File: src/rtl/core/gpsf_pkg.sv
// Package of the GPS line and packet framer: sizes, byte codes and the result type.
// Depends on nothing; imported by every module of the block.
package gpsf_pkg;

	localparam int BUF_SIZE = 1024;
	localparam int POS_W = $clog2(BUF_SIZE);
	localparam int LEN_W = POS_W + 1;
	localparam int PLEN_W = 16;
	localparam int CMP_W = PLEN_W + 1;

	localparam logic [7:0] SYNC_BYTE = 8'hB5;
	localparam logic [7:0] NEWLINE_BYTE = 8'h0A;
	localparam logic [POS_W-1:0] LEN_LO_OFFSET = POS_W'(4);
	localparam logic [POS_W-1:0] LEN_HI_OFFSET = POS_W'(5);
	localparam logic [CMP_W-1:0] PACKET_OVERHEAD = CMP_W'(8);

	typedef struct packed {
		logic [7:0]       data_byte;
		logic [POS_W-1:0] byte_offset;
		logic             binary_frame;
		logic             frame_end;
		logic [LEN_W-1:0] frame_length;
		logic             overflow;
	} gpsf_result_t;

endpackage

File: src/rtl/core/gpsf_in_reg.sv
// Input register of the framer: holds one received byte until the core takes it.
// Depends on gpsf_pkg.
module gpsf_in_reg
	import gpsf_pkg::*;
(
	input  logic       clk,
	input  logic       arst_n,
	input  logic       in_valid,
	output logic       in_ready,
	input  logic [7:0] rx_data,
	output logic       valid_s1,
	output logic [7:0] data_s1,
	input  logic       take
);

	assign in_ready = !valid_s1 || take;

	always_ff @(posedge clk or negedge arst_n) begin
		if (!arst_n) begin
			valid_s1 <= 1'b0;
		end else if (in_ready) begin
			valid_s1 <= in_valid;
		end
	end

	always_ff @(posedge clk) begin
		if (in_ready && in_valid) begin
			data_s1 <= rx_data;
		end
	end

endmodule

File: src/rtl/core/gpsf_core.sv
// Framer core: frame state and the per-byte classification of the stream.
// Depends on gpsf_pkg.
module gpsf_core
	import gpsf_pkg::*;
(
	input  logic         clk,
	input  logic         arst_n,
	input  logic         valid_s1,
	input  logic [7:0]   data_s1,
	input  logic         space,
	output logic         take,
	output gpsf_result_t result
);

	logic [POS_W-1:0]  position_q;
	logic              in_binary_q;
	logic [PLEN_W-1:0] plen_q;

	logic              bin;
	logic [PLEN_W-1:0] plen_base;
	logic [PLEN_W-1:0] plen_next;
	logic [LEN_W-1:0]  next;
	logic              ovf;
	logic              end_text;
	logic              end_bin;
	logic              frame_done;

	assign take = valid_s1 && space;

	always_comb begin
		bin = (position_q == '0) ? (data_s1 == SYNC_BYTE) : in_binary_q;
		plen_base = (position_q == '0) ? '0 : plen_q;
		plen_next = plen_base;
		if (bin && position_q == LEN_LO_OFFSET) begin
			plen_next = {8'h00, data_s1};
		end else if (bin && position_q == LEN_HI_OFFSET) begin
			plen_next = {data_s1, plen_base[7:0]};
		end
		next = {1'b0, position_q} + LEN_W'(1);
		ovf = (next == LEN_W'(BUF_SIZE));
		end_text = !bin && (data_s1 == NEWLINE_BYTE);
		end_bin = bin && (CMP_W'(next) == ({1'b0, plen_next} + PACKET_OVERHEAD));
		frame_done = !ovf && (end_text || end_bin);

		result.data_byte = data_s1;
		result.byte_offset = position_q;
		result.binary_frame = bin;
		result.frame_end = frame_done;
		result.frame_length = frame_done ? next : '0;
		result.overflow = ovf;
	end

	always_ff @(posedge clk or negedge arst_n) begin
		if (!arst_n) begin
			position_q <= '0;
			in_binary_q <= 1'b0;
			plen_q <= '0;
		end else if (take) begin
			in_binary_q <= bin;
			plen_q <= plen_next;
			if (ovf || frame_done) begin
				position_q <= '0;
			end else begin
				position_q <= next[POS_W-1:0];
			end
		end
	end

endmodule

File: src/rtl/core/gpsf_out_reg.sv
// Result register of the framer: holds one result until the consumer takes it.
// Depends on gpsf_pkg.
module gpsf_out_reg
	import gpsf_pkg::*;
(
	input  logic         clk,
	input  logic         arst_n,
	input  logic         take,
	input  gpsf_result_t result,
	output logic         space,
	output logic         out_valid,
	input  logic         out_ready,
	output gpsf_result_t result_s2
);

	assign space = !out_valid || out_ready;

	always_ff @(posedge clk or negedge arst_n) begin
		if (!arst_n) begin
			out_valid <= 1'b0;
		end else if (space) begin
			out_valid <= take;
		end
	end

	always_ff @(posedge clk) begin
		if (take) begin
			result_s2 <= result;
		end
	end

endmodule

File: src/rtl/core/gps_line_and_packet_framer_top.sv
// Top level of the GPS line and packet framer: input register, core and result register.
// Depends on gpsf_pkg, gpsf_in_reg, gpsf_core and gpsf_out_reg.
//
// The block takes one received byte per request and returns one result per byte,
// telling its offset in the current frame, whether the frame is a binary packet
// (first byte 0xB5, length at offsets 4 and 5) or a text line ending at a newline,
// and on the last byte the frame length; a frame that reaches the buffer size is
// flagged as overflow and restarts at offset 0. It sustains one byte per clock while
// the consumer accepts results (out_ready), because the core classifies each byte
// combinationally and updates the frame state as it takes the byte; a result passes
// through the input register and then the result register. There is no start-up pass after reset.
module gps_line_and_packet_framer_top
	import gpsf_pkg::*;
(
	input  logic             clk,
	input  logic             arst_n,
	input  logic             in_valid,
	output logic             in_ready,
	input  logic [7:0]       rx_data,
	output logic             out_valid,
	input  logic             out_ready,
	output logic [7:0]       data_byte,
	output logic [POS_W-1:0] byte_offset,
	output logic             binary_frame,
	output logic             frame_end,
	output logic [LEN_W-1:0] frame_length,
	output logic             overflow
);

	logic         valid_s1;
	logic [7:0]   data_s1;
	logic         take;
	logic         space;
	gpsf_result_t result;
	gpsf_result_t result_s2;

	gpsf_in_reg u_in (
		.clk      (clk),
		.arst_n   (arst_n),
		.in_valid (in_valid),
		.in_ready (in_ready),
		.rx_data  (rx_data),
		.valid_s1 (valid_s1),
		.data_s1  (data_s1),
		.take     (take)
	);

	gpsf_core u_core (
		.clk      (clk),
		.arst_n   (arst_n),
		.valid_s1 (valid_s1),
		.data_s1  (data_s1),
		.space    (space),
		.take     (take),
		.result   (result)
	);

	gpsf_out_reg u_out (
		.clk       (clk),
		.arst_n    (arst_n),
		.take      (take),
		.result    (result),
		.space     (space),
		.out_valid (out_valid),
		.out_ready (out_ready),
		.result_s2 (result_s2)
	);

	assign data_byte = result_s2.data_byte;
	assign byte_offset = result_s2.byte_offset;
	assign binary_frame = result_s2.binary_frame;
	assign frame_end = result_s2.frame_end;
	assign frame_length = result_s2.frame_length;
	assign overflow = result_s2.overflow;

endmodule

File: config.mk
export PLATFORM = sky130hd
export DESIGN_NAME = gps_line_and_packet_framer_top
export DESIGN_NICKNAME = d
export VERILOG_FILES = /design/src/rtl/core/gpsf_pkg.sv /design/src/rtl/core/gpsf_in_reg.sv /design/src/rtl/core/gpsf_core.sv /design/src/rtl/core/gpsf_out_reg.sv /design/src/rtl/core/gps_line_and_packet_framer_top.sv
export SDC_FILE = /design/constraint.sdc
export NUM_CORES = 1
export LEC_CHECK = 0
export BUFFER_PORTS_ARGS = -buffer_cell sky130_fd_sc_hd__buf_4
export CORE_MARGIN = 3
export CORE_UTILIZATION = 58
export CTS_CLUSTER_DIAMETER = 80
export DETAILED_ROUTE_END_ITERATION = 12
export PLACE_DENSITY = 0.8
export SYNTH_ARGS = -nofsm -noshare
export SYNTH_HDL_FRONTEND = slang
export SYNTH_SLANG_ARGS = --single-unit
File: constraint.sdc
create_clock -name clk -period 5.1 [get_ports clk]
set_input_delay 0.765 -clock clk [delete_from_list [all_inputs] [get_ports clk]]
set_output_delay 0.765 -clock clk [all_outputs]
set_load 0.02 [all_outputs]
Word level (Yosys, flattened, before mapping)

Cells that the tools add are included.

Multiply operators: 0
Divide/modulo/power cells: 0
Equal/unequal tests: 6
Bitwise operators: 0
$lt $le $gt $ge: 0
Add/subtract/negate cells: 2
Muxes and demuxes: 5
Reductions and logical operators: 16
Shifts and indexed selects: 0

Operator list:

| cell                  | number |
|---|---|
| $mux 16               | 3 |
| $eq 10x3->1 const B   | 2 |
| $add 16x4->17 const B | 1 |
| $eq 11x17->1          | 1 |
| $add 10x1->11 const B | 1 |
| $eq 11x11->1 const B  | 1 |
| $logic_not 10->1      | 1 |
| $mux 10               | 1 |
| $eq 8x4->1 const B    | 1 |
| $eq 8x8->1 const B    | 1 |
| $logic_and 1x1->1     | 7 |
| $logic_not 1->1       | 4 |
| $logic_or 1x1->1      | 4 |
| $mux 1                | 1 |

Input bits: 12
Memories: 0
Bits in registers: 69
Bits in latches: 0
Memory bits (writable): 0
Memory bits (read-only): 0
Output and inout bits: 34

Logic depth before layout (Yosys ltp)

Gate-level depths: netlist of run 1.

Word-level depth: 12
Depth in mapped cells: 18
Gate-level depth less buffers: 16

By module

A second synthesis of run 1 with hierarchy kept.

Cell total of the unflattened synthesis: 351
Area total of the unflattened synthesis: 3878.7 µm²

Modules (own cells, without submodules):

| module       | area an instance (µm²) | cells each | times used |
|---|---|---|---|
| gpsf_core    | 2576.2                 | 304        | 1 |
| gpsf_out_reg | 1008.5                 | 35         | 1 |
| gpsf_in_reg  | 294.0                  | 12         | 1 |

Worst setup path before layout of run 1

Ideal clock, no wire load.

Path kind: reg2reg
Start: register u_core.position_q[0]
End: register, netlist name u_out.result_s2[7]
Cell stages (with the launch flop): 19
Required time: 4943 ps
Clock period less this slack: 3715 ps
Slack: 1385 ps
Library setup time: 157 ps
Arrival time: 3558 ps
Path through: dfrtp_1 inv_1 ha_1 or4b_1 nor2_1 nand3_1 o21ai_0 nand2_1 o21ai_0 ha_1 xnor3_1 xor2_1 nand4_1 a311oi_1 o211ai_2 o21ba_1 buf_6 buf_6 nor3_1

Elaborated cells between the ends (all ways): 19
Classes of those cells: 2 x add/sub; 4 x eq/ne; 4 x mux; 9 x reduce/logical

RTL lines:

| item                     | line            | text |
|---|---|---|
| from (decl)              | gpsf_core.sv:15 | `logic [POS_W-1:0] position_q;` |
| from (signal assigned)   | gpsf_core.sv:64 | `position_q <= next[POS_W-1:0];` |
| $add 10x1->11 *          | gpsf_core.sv:39 | `next = {1'b0, position_q} + LEN_W'(1);` |
| named net u_core.next[0] | gpsf_core.sv:22 | `logic [LEN_W-1:0] next;` |
| $eq 11x17->1             | gpsf_core.sv:42 | `end_bin = bin && (CMP_W'(next) == ({1'b0, plen_next} + PACKET_OVERHEAD));` |
| $logic_and 1x1->1        | gpsf_core.sv:42 |  |
| $logic_or 1x1->1         | gpsf_core.sv:43 | `frame_done = !ovf && (end_text \|\| end_bin);` |
| $logic_and 1x1->1 *      | gpsf_core.sv:43 |  |

Mark *: on every way through the listed nets, which the timed path passes. The rest lies on a longest branch.
A chain may end at the register's enable or synchronous reset.

Worst setup path after layout of run 1

Start: register u_core.position_q[0]
End: register, netlist name u_out.result_s2[2]

Elaborated cells between the ends (all ways): 19
Classes of those cells: 2 x add/sub; 4 x eq/ne; 4 x mux; 9 x reduce/logical

RTL lines:

| item                     | line |
|---|---|
| $add 10x1->11 *          | gpsf_core.sv:39 |
| named net u_core.next[0] | gpsf_core.sv:22 |
| $eq 11x17->1             | gpsf_core.sv:42 |
| $logic_and 1x1->1        | gpsf_core.sv:42 |
| $logic_or 1x1->1         | gpsf_core.sv:43 |
| $logic_and 1x1->1 *      | gpsf_core.sv:43 |

Marked as above.

==> summary.txt, run 1 <==
Synthesis
  – Synth top area share: 32.6%
  – Prevailing post-synth register cell: edfxtp_1
  – Post-synth EDFFs: 40
  – Post-synth top area cell: edfxtp_1
  – Syn nets: 373
  – Async set or reset register ratio after synthesis: 42.0%
  – Ys Warns: 0
  – Mapped Cells: 357
  – Synth cell types: 59
  – Syn Area/Cell: 10.3 um^2
  – Top post-synthesis cells by area: edfxtp_1, dfrtp_1, nand2_1
  – Count leader, synth: nand2_1
  – Commonest cells post-synth: nand2_1, edfxtp_1, nor2_1, dfrtp_1, o21ai_0
  – Sequential cell area fraction in the yosys report: 52.3%
  – Synthesized flop and latch total: 69
  – Syn Std Cell Area: 3690 um^2

Place
  – Cells after DPL: 463
  – Post-DP HPWL: 6.21 mm
  – IO Port Bufs: 45
  – Final GP Congestion: 0.950
  – Setup slack at placement: 717 ps

STA
  – Clock skew: 7.85 ps
  – Slew Viols, Final: 0
  – Peak Freq: 224 MHz
  – Final worst setup slack: 630 ps
  – Fin crit period: 4470 ps
  – Setup TNS Final: 0 ps
  – Endpoints failing setup: 0
  – Endpoints failing hold: 0
  – Least-Margin Pin Slew: 991 ps
  – Rel. slew slack: 33.3%
  – RSZ-0062 raised after global routing: false
  – Period utilisation layout: 87.6%

Clocking
  – CTS Root Buffer Type: clkbuf_8
  – Inserted Clock Buffers: 9
  – Post-CTS setup buffers: 0
  – CTS tree: done
  – Clock transition at the registers of the reported paths: 70 ps
  – Post-CTS Hold Buffers: 0
  – Cells resized by post-CTS repair: 0
  – Worst skew pair latency: 360 ps
  – Htree depth: 3
  – Clock Tree Buf Depth: 2
  – Clock sinks: 69

Drt
  – TritonRoute pass-1 iters: 5
  – Vias/cell: 6.24
  – Initial drt markers: 253
  – Post-route DRC: 0
  – Routed wire length: 8.99 mm
  – Post-route ant nets: 0
  – Avg WL per Cell: 18.8 um
  – Detailed-route via count: 2988

Global routing
  – Largest net degree at the start of global routing: 34
  – Number of global-route vias before repair: 2790
  – Total global routing overflow: 0
  – Overall global routing resource usage: 26.1%
  – First-pass GRT wire length: 14.5 mm
  – Initial antenna violation count: 0

Pwr
  – Combinational share of power: 33.3%
  – Pwr Density: 433 nW/um^2
  – Pleak: 1.69 nW
  – Sw Share: 37.2%
  – Worst vdd ir: 0.234 mV
  – P_sw: 0.684 mW
  – Internal: 1.15 mW
  – Clock network power share: 23.7%
  – Power share of the sequential group: 43.1%

Floorplan
  – Die Y: 85.7 um
  – Num ports: 46
  – Initial Util: 61.2%
  – Die area: 7350 um^2
  – Core Region: 6030 um^2
  – Row count: 28
  – Chip Width: 85.7 um

Cells and area
  – Fill count: 463
  – N_diodes: 0
  – Register area: 1930 um^2
  – Fin cells: 479
  – # nets final: 415
  – P&R area growth vs syn: 15.0%
  – Util after Layout: 70.4%
  – Area of the multi-input gates: 1620 um^2
  – Layout cells sized above 1: 19.3%

Setup path
  – Slowest CP cell: o21ba_1
  – Reg2reg setup slack: 630 ps
  – Critical path class: flop to flop
  – FF-to-FF End: u_out.result_s2[2]
  – Crit end category: flop
  – Critical R2R Launch: u_core.position_q[0]
  – CP Launch Type: flop
  – Worst EP required: 5170 ps
  – CP Max Fanout: 16
  – R2R cell count: 16
  – Arr. time, crit path: 4540 ps
  – CP max stage delay: 550 ps
  – CP cell instances: inv_1 > ha_1 > or4b_1 > nor2_1 > nand3_1 > o21ai_0 > nand2_1 > o21ai_0 > ha_1 > o21ai_1 > a211oi_2 > xnor2_1 > a32o_1 > o211ai_2 > o21ba_1 > nor3b_1

Status
  – Outcome: completed

Min path
  – Hold Path Class: input port to async pin

Job
  – Max cap viols: 0
-- worst max-delay path by stage --
stage | endpoint | cells after the start | from
2_1_floorplan | u_out.result_s2[7] | 18 | u_core.position_q[0]
3_3_place_gp | u_out.result_s2[2] | 16 | u_core.position_q[0]
3_5_place_dp | u_out.result_s2[10] | 16 | u_core.position_q[0]
4_1_cts | u_out.result_s2[2] | 16 | u_core.position_q[0]
5_1_grt | u_out.result_s2[2] | 16 | u_core.position_q[0]
6_report | u_out.result_s2[2] | 16 | u_core.position_q[0]
-- layout make-up --
cell class / count / share of cell area [%]
repair buffers: 49 / 8.68
clock inverters: 7 / 1.56
inverters: 12 / 1.06
multi-input cells: 258 / 38.1
clock buffers: 9 / 2.92
well taps: 75 / 2.21
flip-flops and latches: 69 / 45.4
-- sequential cells by signal, indices dropped and copies added, names as in the netlist --
register / cells
u_core.in_binary_q: 1
u_core.plen_q: 16
u_core.position_q: 10
u_in.data_s1: 8
u_in.valid_s1: 1
u_out.out_valid: 1
u_out.result_s2: 32
-- critical path, delay by kind of cell (launching register included) --
family	cells	cell delay (ps)
adders and majority gates	2	610
DFF	1	480
and+or+nand+nor	5	1120
AOI/OAI and AO/OA	7	1730
xor gates and xnor gates	1	100
buffers and inverters	1	140
-- power by group through the flow --
| stage | Combinational, mW | Clock (mW) | Sequential [mW] |
|---|---|---|---|
| final | 0.611 | 0.435 | 0.792 |
| after global routing | 0.664 | 0.467 | 0.802 |
| after CTS | 0.604 | 0.439 | 0.786 |
| after detailed placement | 0.598 | 0 | 0.798 |
| after global placement | 0.593 | 0 | 0.792 |
| after floorplan | 0.466 | 0 | 0.763 |
-- layer usage --
| layer | routed length [um] | up-vias | track usage (%) | part of all wire [%] |
|---|---|---|---|---|
| met2 | 4220 | 163 | 38.8 | 47 |
| met4 | 261 | 0 | 13.7 | 2.9 |
| met1 | 3840 | 1420 | 36.8 | 43 |
| li1 | - | 1380 | - | - |
| met3 | 672 | 25 | 4.71 | 7.5 |
| met5 | 0 | - | 0 | 0 |
-- cells in the final DEF (no fill, tap or decap), types with 5 or more instances in the layout --
master,Yosys,layout
a21oi_1,6,6
a22o_1,7,7
a22oi_1,5,5
and2_1,7,7
buf_4,0,49
clkbuf_8,0,9
dfrtp_1,29,29
edfxtp_1,40,40
inv_1,12,12
nand2_1,42,42
nand2b_1,6,6
nand3_1,14,14
nand4_1,7,7
nor2_1,37,37
nor3_1,8,8
nor4_1,6,6
o21ai_0,22,22
xnor2_1,14,14
xor2_1,11,11
-- logic make-up (layout without fill, tap and decap cells) --
logic type	after synthesis	count (layout)	share of synthesized area [%]
multiplexers	3	3	0.814
AO/OA/AOI/OAI	73	73	14.0
XOR/XNOR	26	26	6.55
flip-flops	69	69	52.3
AND/OR/NAND/NOR	152	152	21.1
adder cells (fa/ha/maj)	4	4	1.36
buffers and inverters	30	77	3.90
-- through the flow --
step	instance area, um^2	power, mW	hold slack (ps)
after floorplan	3690	1.23	420
after global placement	4050	1.39	463
after detailed placement	4050	1.40	474
after CTS	4240	1.83	339
after global routing	4240	1.93	343
final	4240	1.84	334
Power figures use the tool's default switching activity.
==> run 2, diff against run 1 <==
--- a/config.mk
+++ b/config.mk
@@ -11,6 +11,7 @@
 export CTS_CLUSTER_DIAMETER = 80
 export DETAILED_ROUTE_END_ITERATION = 12
 export PLACE_DENSITY = 0.8
+export RECOVER_POWER = 50
 export SYNTH_ARGS = -nofsm -noshare
 export SYNTH_HDL_FRONTEND = slang
 export SYNTH_SLANG_ARGS = --single-unit
==> summary.txt, run 2 (same netlist as run 1, synthesis figures left out) <==
Pwr
  – Clock network power share: 23.8%
  – Power share of the sequential group: 43.4%
  – Combinational share of power: 32.7%
  – Sw Share: 37.4%
  – Total power: 1.82 mW
  – Internal: 1.14 mW
  – Pwr Density: 438 nW/um^2
  – Worst vdd ir: 0.233 mV
  – P_sw: 0.680 mW
  – Pleak: 1.61 nW

STA
  – Fin crit period: 4490 ps
  – Endpoints failing setup: 0
  – Final worst setup slack: 614 ps
  – Peak Freq: 223 MHz
  – Endpoints failing hold: 0
  – Setup TNS Final: 0 ps
  – RSZ-0062 raised after global routing: false
  – Least-Margin Pin Slew: 1690 ps
  – Slew Viols, Final: 30
  – Rel. slew slack: -12.7%
  – Clock skew: 7.14 ps
  – Period utilisation layout: 88.0%

Global routing
  – Number of global-route vias before repair: 2790
  – Overall global routing resource usage: 26.1%
  – First-pass GRT wire length: 14.5 mm
  – Total global routing overflow: 0
  – Largest net degree at the start of global routing: 34
  – Initial antenna violation count: 0

Clocking
  – CTS tree: done
  – Clock transition at the registers of the reported paths: 70 ps
  – Cells resized by post-CTS repair: 0
  – Worst skew pair latency: 360 ps
  – Post-CTS Hold Buffers: 0
  – Post-CTS setup buffers: 0
  – Clock sinks: 69
  – Clock Tree Buf Depth: 2
  – CTS Root Buffer Type: clkbuf_8
  – Inserted Clock Buffers: 9
  – Htree depth: 3

Setup path
  – Slowest CP cell: o21ba_1
  – Reg2reg setup slack: 610 ps
  – CP Launch Type: flop
  – Crit end category: flop
  – CP max stage delay: 560 ps
  – Critical path class: flop to flop
  – CP cell instances: inv_1 > ha_1 > or4b_1 > nor2_1 > nand3_1 > o21ai_0 > nand2_1 > o21ai_0 > ha_1 > o21ai_1 > a211oi_2 > xnor2_1 > a32o_1 > o211ai_2 > o21ba_1 > nor3b_1
  – Worst EP required: 5170 ps
  – CP Max Fanout: 16
  – Arr. time, crit path: 4550 ps

Cells and area
  – Fin cells: 479
  – Largest regs: u_out.result_s2 (32), u_core.plen_q (16), u_core.position_q (10)
  – # nets final: 415
  – Flip-flop count of the largest register after layout: 32
  – Layout cells sized above 1: 13.9%
  – Biggest register: u_out.result_s2
  – Most common cell after layout, fill and taps aside: nand2_1
  – N_diodes: 0
  – P&R area growth vs syn: 12.8%
  – Commonest cells after routing, fill and taps aside: nand2_1, edfxtp_1, nor2_1

Status
  – Outcome: finished, violations left
  – Failing checks: max-capacitance violations, max-slew violations

Floorplan
  – Die Y: 85.7 um
  – Num ports: 46
  – Core Region: 6030 um^2
  – Row count: 28
  – Initial Util: 61.2%
  – Die area: 7350 um^2
  – Chip Width: 85.7 um

Drt
  – Routed wire length: 8.97 mm
  – Initial drt markers: 280
  – Post-route ant nets: 0
  – Post-route DRC: 0
  – Avg WL per Cell: 18.7 um
  – Detailed-route via count: 2983
  – TritonRoute pass-1 iters: 5
  – Vias/cell: 6.23

Place
  – Post-DP HPWL: 6.21 mm
  – Setup slack at placement: 717 ps
  – Final GP Congestion: 0.950
  – IO Port Bufs: 45
  – Cells after DPL: 463

Min path
  – Hold Path Class: flop to flop

Job
  – Max cap viols: 1
## run 2: cell count changes in the layout (fill, tap and decap cells not counted), sizes merged
| cell | previous run | this run |
|---|---|---|
| clkbuf | 9 | 40 |
| buf | 49 | 18 |
## run 2: through the flow
| step | hold WS, ps | utilization [%] | instance area [um^2] |
|---|---|---|---|
| after floorplan | 420 | - | 3690 |
| after global placement | 463 | 67.2 | 4050 |
| after detailed placement | 474 | 67.2 | 4050 |
| after CTS | 339 | 70.4 | 4240 |
| after global routing | 527 | 69.0 | 4160 |
| final | 492 | 69.0 | 4160 |
## run 2: critical path, delay by kind of cell (launching register included)
family,cells,cell delay [ps]
compound gates,7,1740
xor+xnor,1,100
fa+ha+maj,2,610
simple gates,5,1130
flops,1,480
buf+inv,1,140
## run 2: area by class of cell
class	count	area [um^2]
Fill cell	478	1870
Inverter	12	45.0
Multi-Input combinational cell	258	1620
Sequential cell	69	1930
Tap cell	75	93.8
Clock inverter	7	66.3
Clock buffer	9	124
Timing Repair Buffer	49	285
## run 2: path summary, 6_finish.rpt
kind	depth (start not counted)	start	endpoint
max	16	u_core.position_q[0]	u_out.result_s2[2]
min	2	u_core.plen_q[9]	u_core.plen_q[9]
max reg2reg	16	u_core.position_q[0]	u_out.result_s2[2]
min reg2reg	2	u_core.plen_q[9]	u_core.plen_q[9]
max in group asynchronous	1	arst_n	u_core.plen_q[4]
min in group asynchronous	1	arst_n	u_core.position_q[7]
## run 2: power groups by stage
stage          logic, mW  registers [mW]  clock network [mW]
3_3_place_gp       0.593           0.792                   0
4_1_cts            0.604           0.786               0.439
5_1_grt            0.649           0.802               0.467
3_5_place_dp       0.598           0.798                   0
6_report           0.596           0.790               0.433
2_1_floorplan      0.466           0.763                   0
## run 2: metal layers
| metal | part of all wire (%) | GRT usage (%) | vias up |
|---|---|---|---|
| met3 | 7.0 | 4.71 | 26 |
| met2 | 46 | 38.8 | 145 |
| met1 | 44 | 36.8 | 1433 |
| li1 | - | - | 1379 |
| met5 | 0 | 0 | - |
| met4 | 3.0 | 13.7 | 0 |
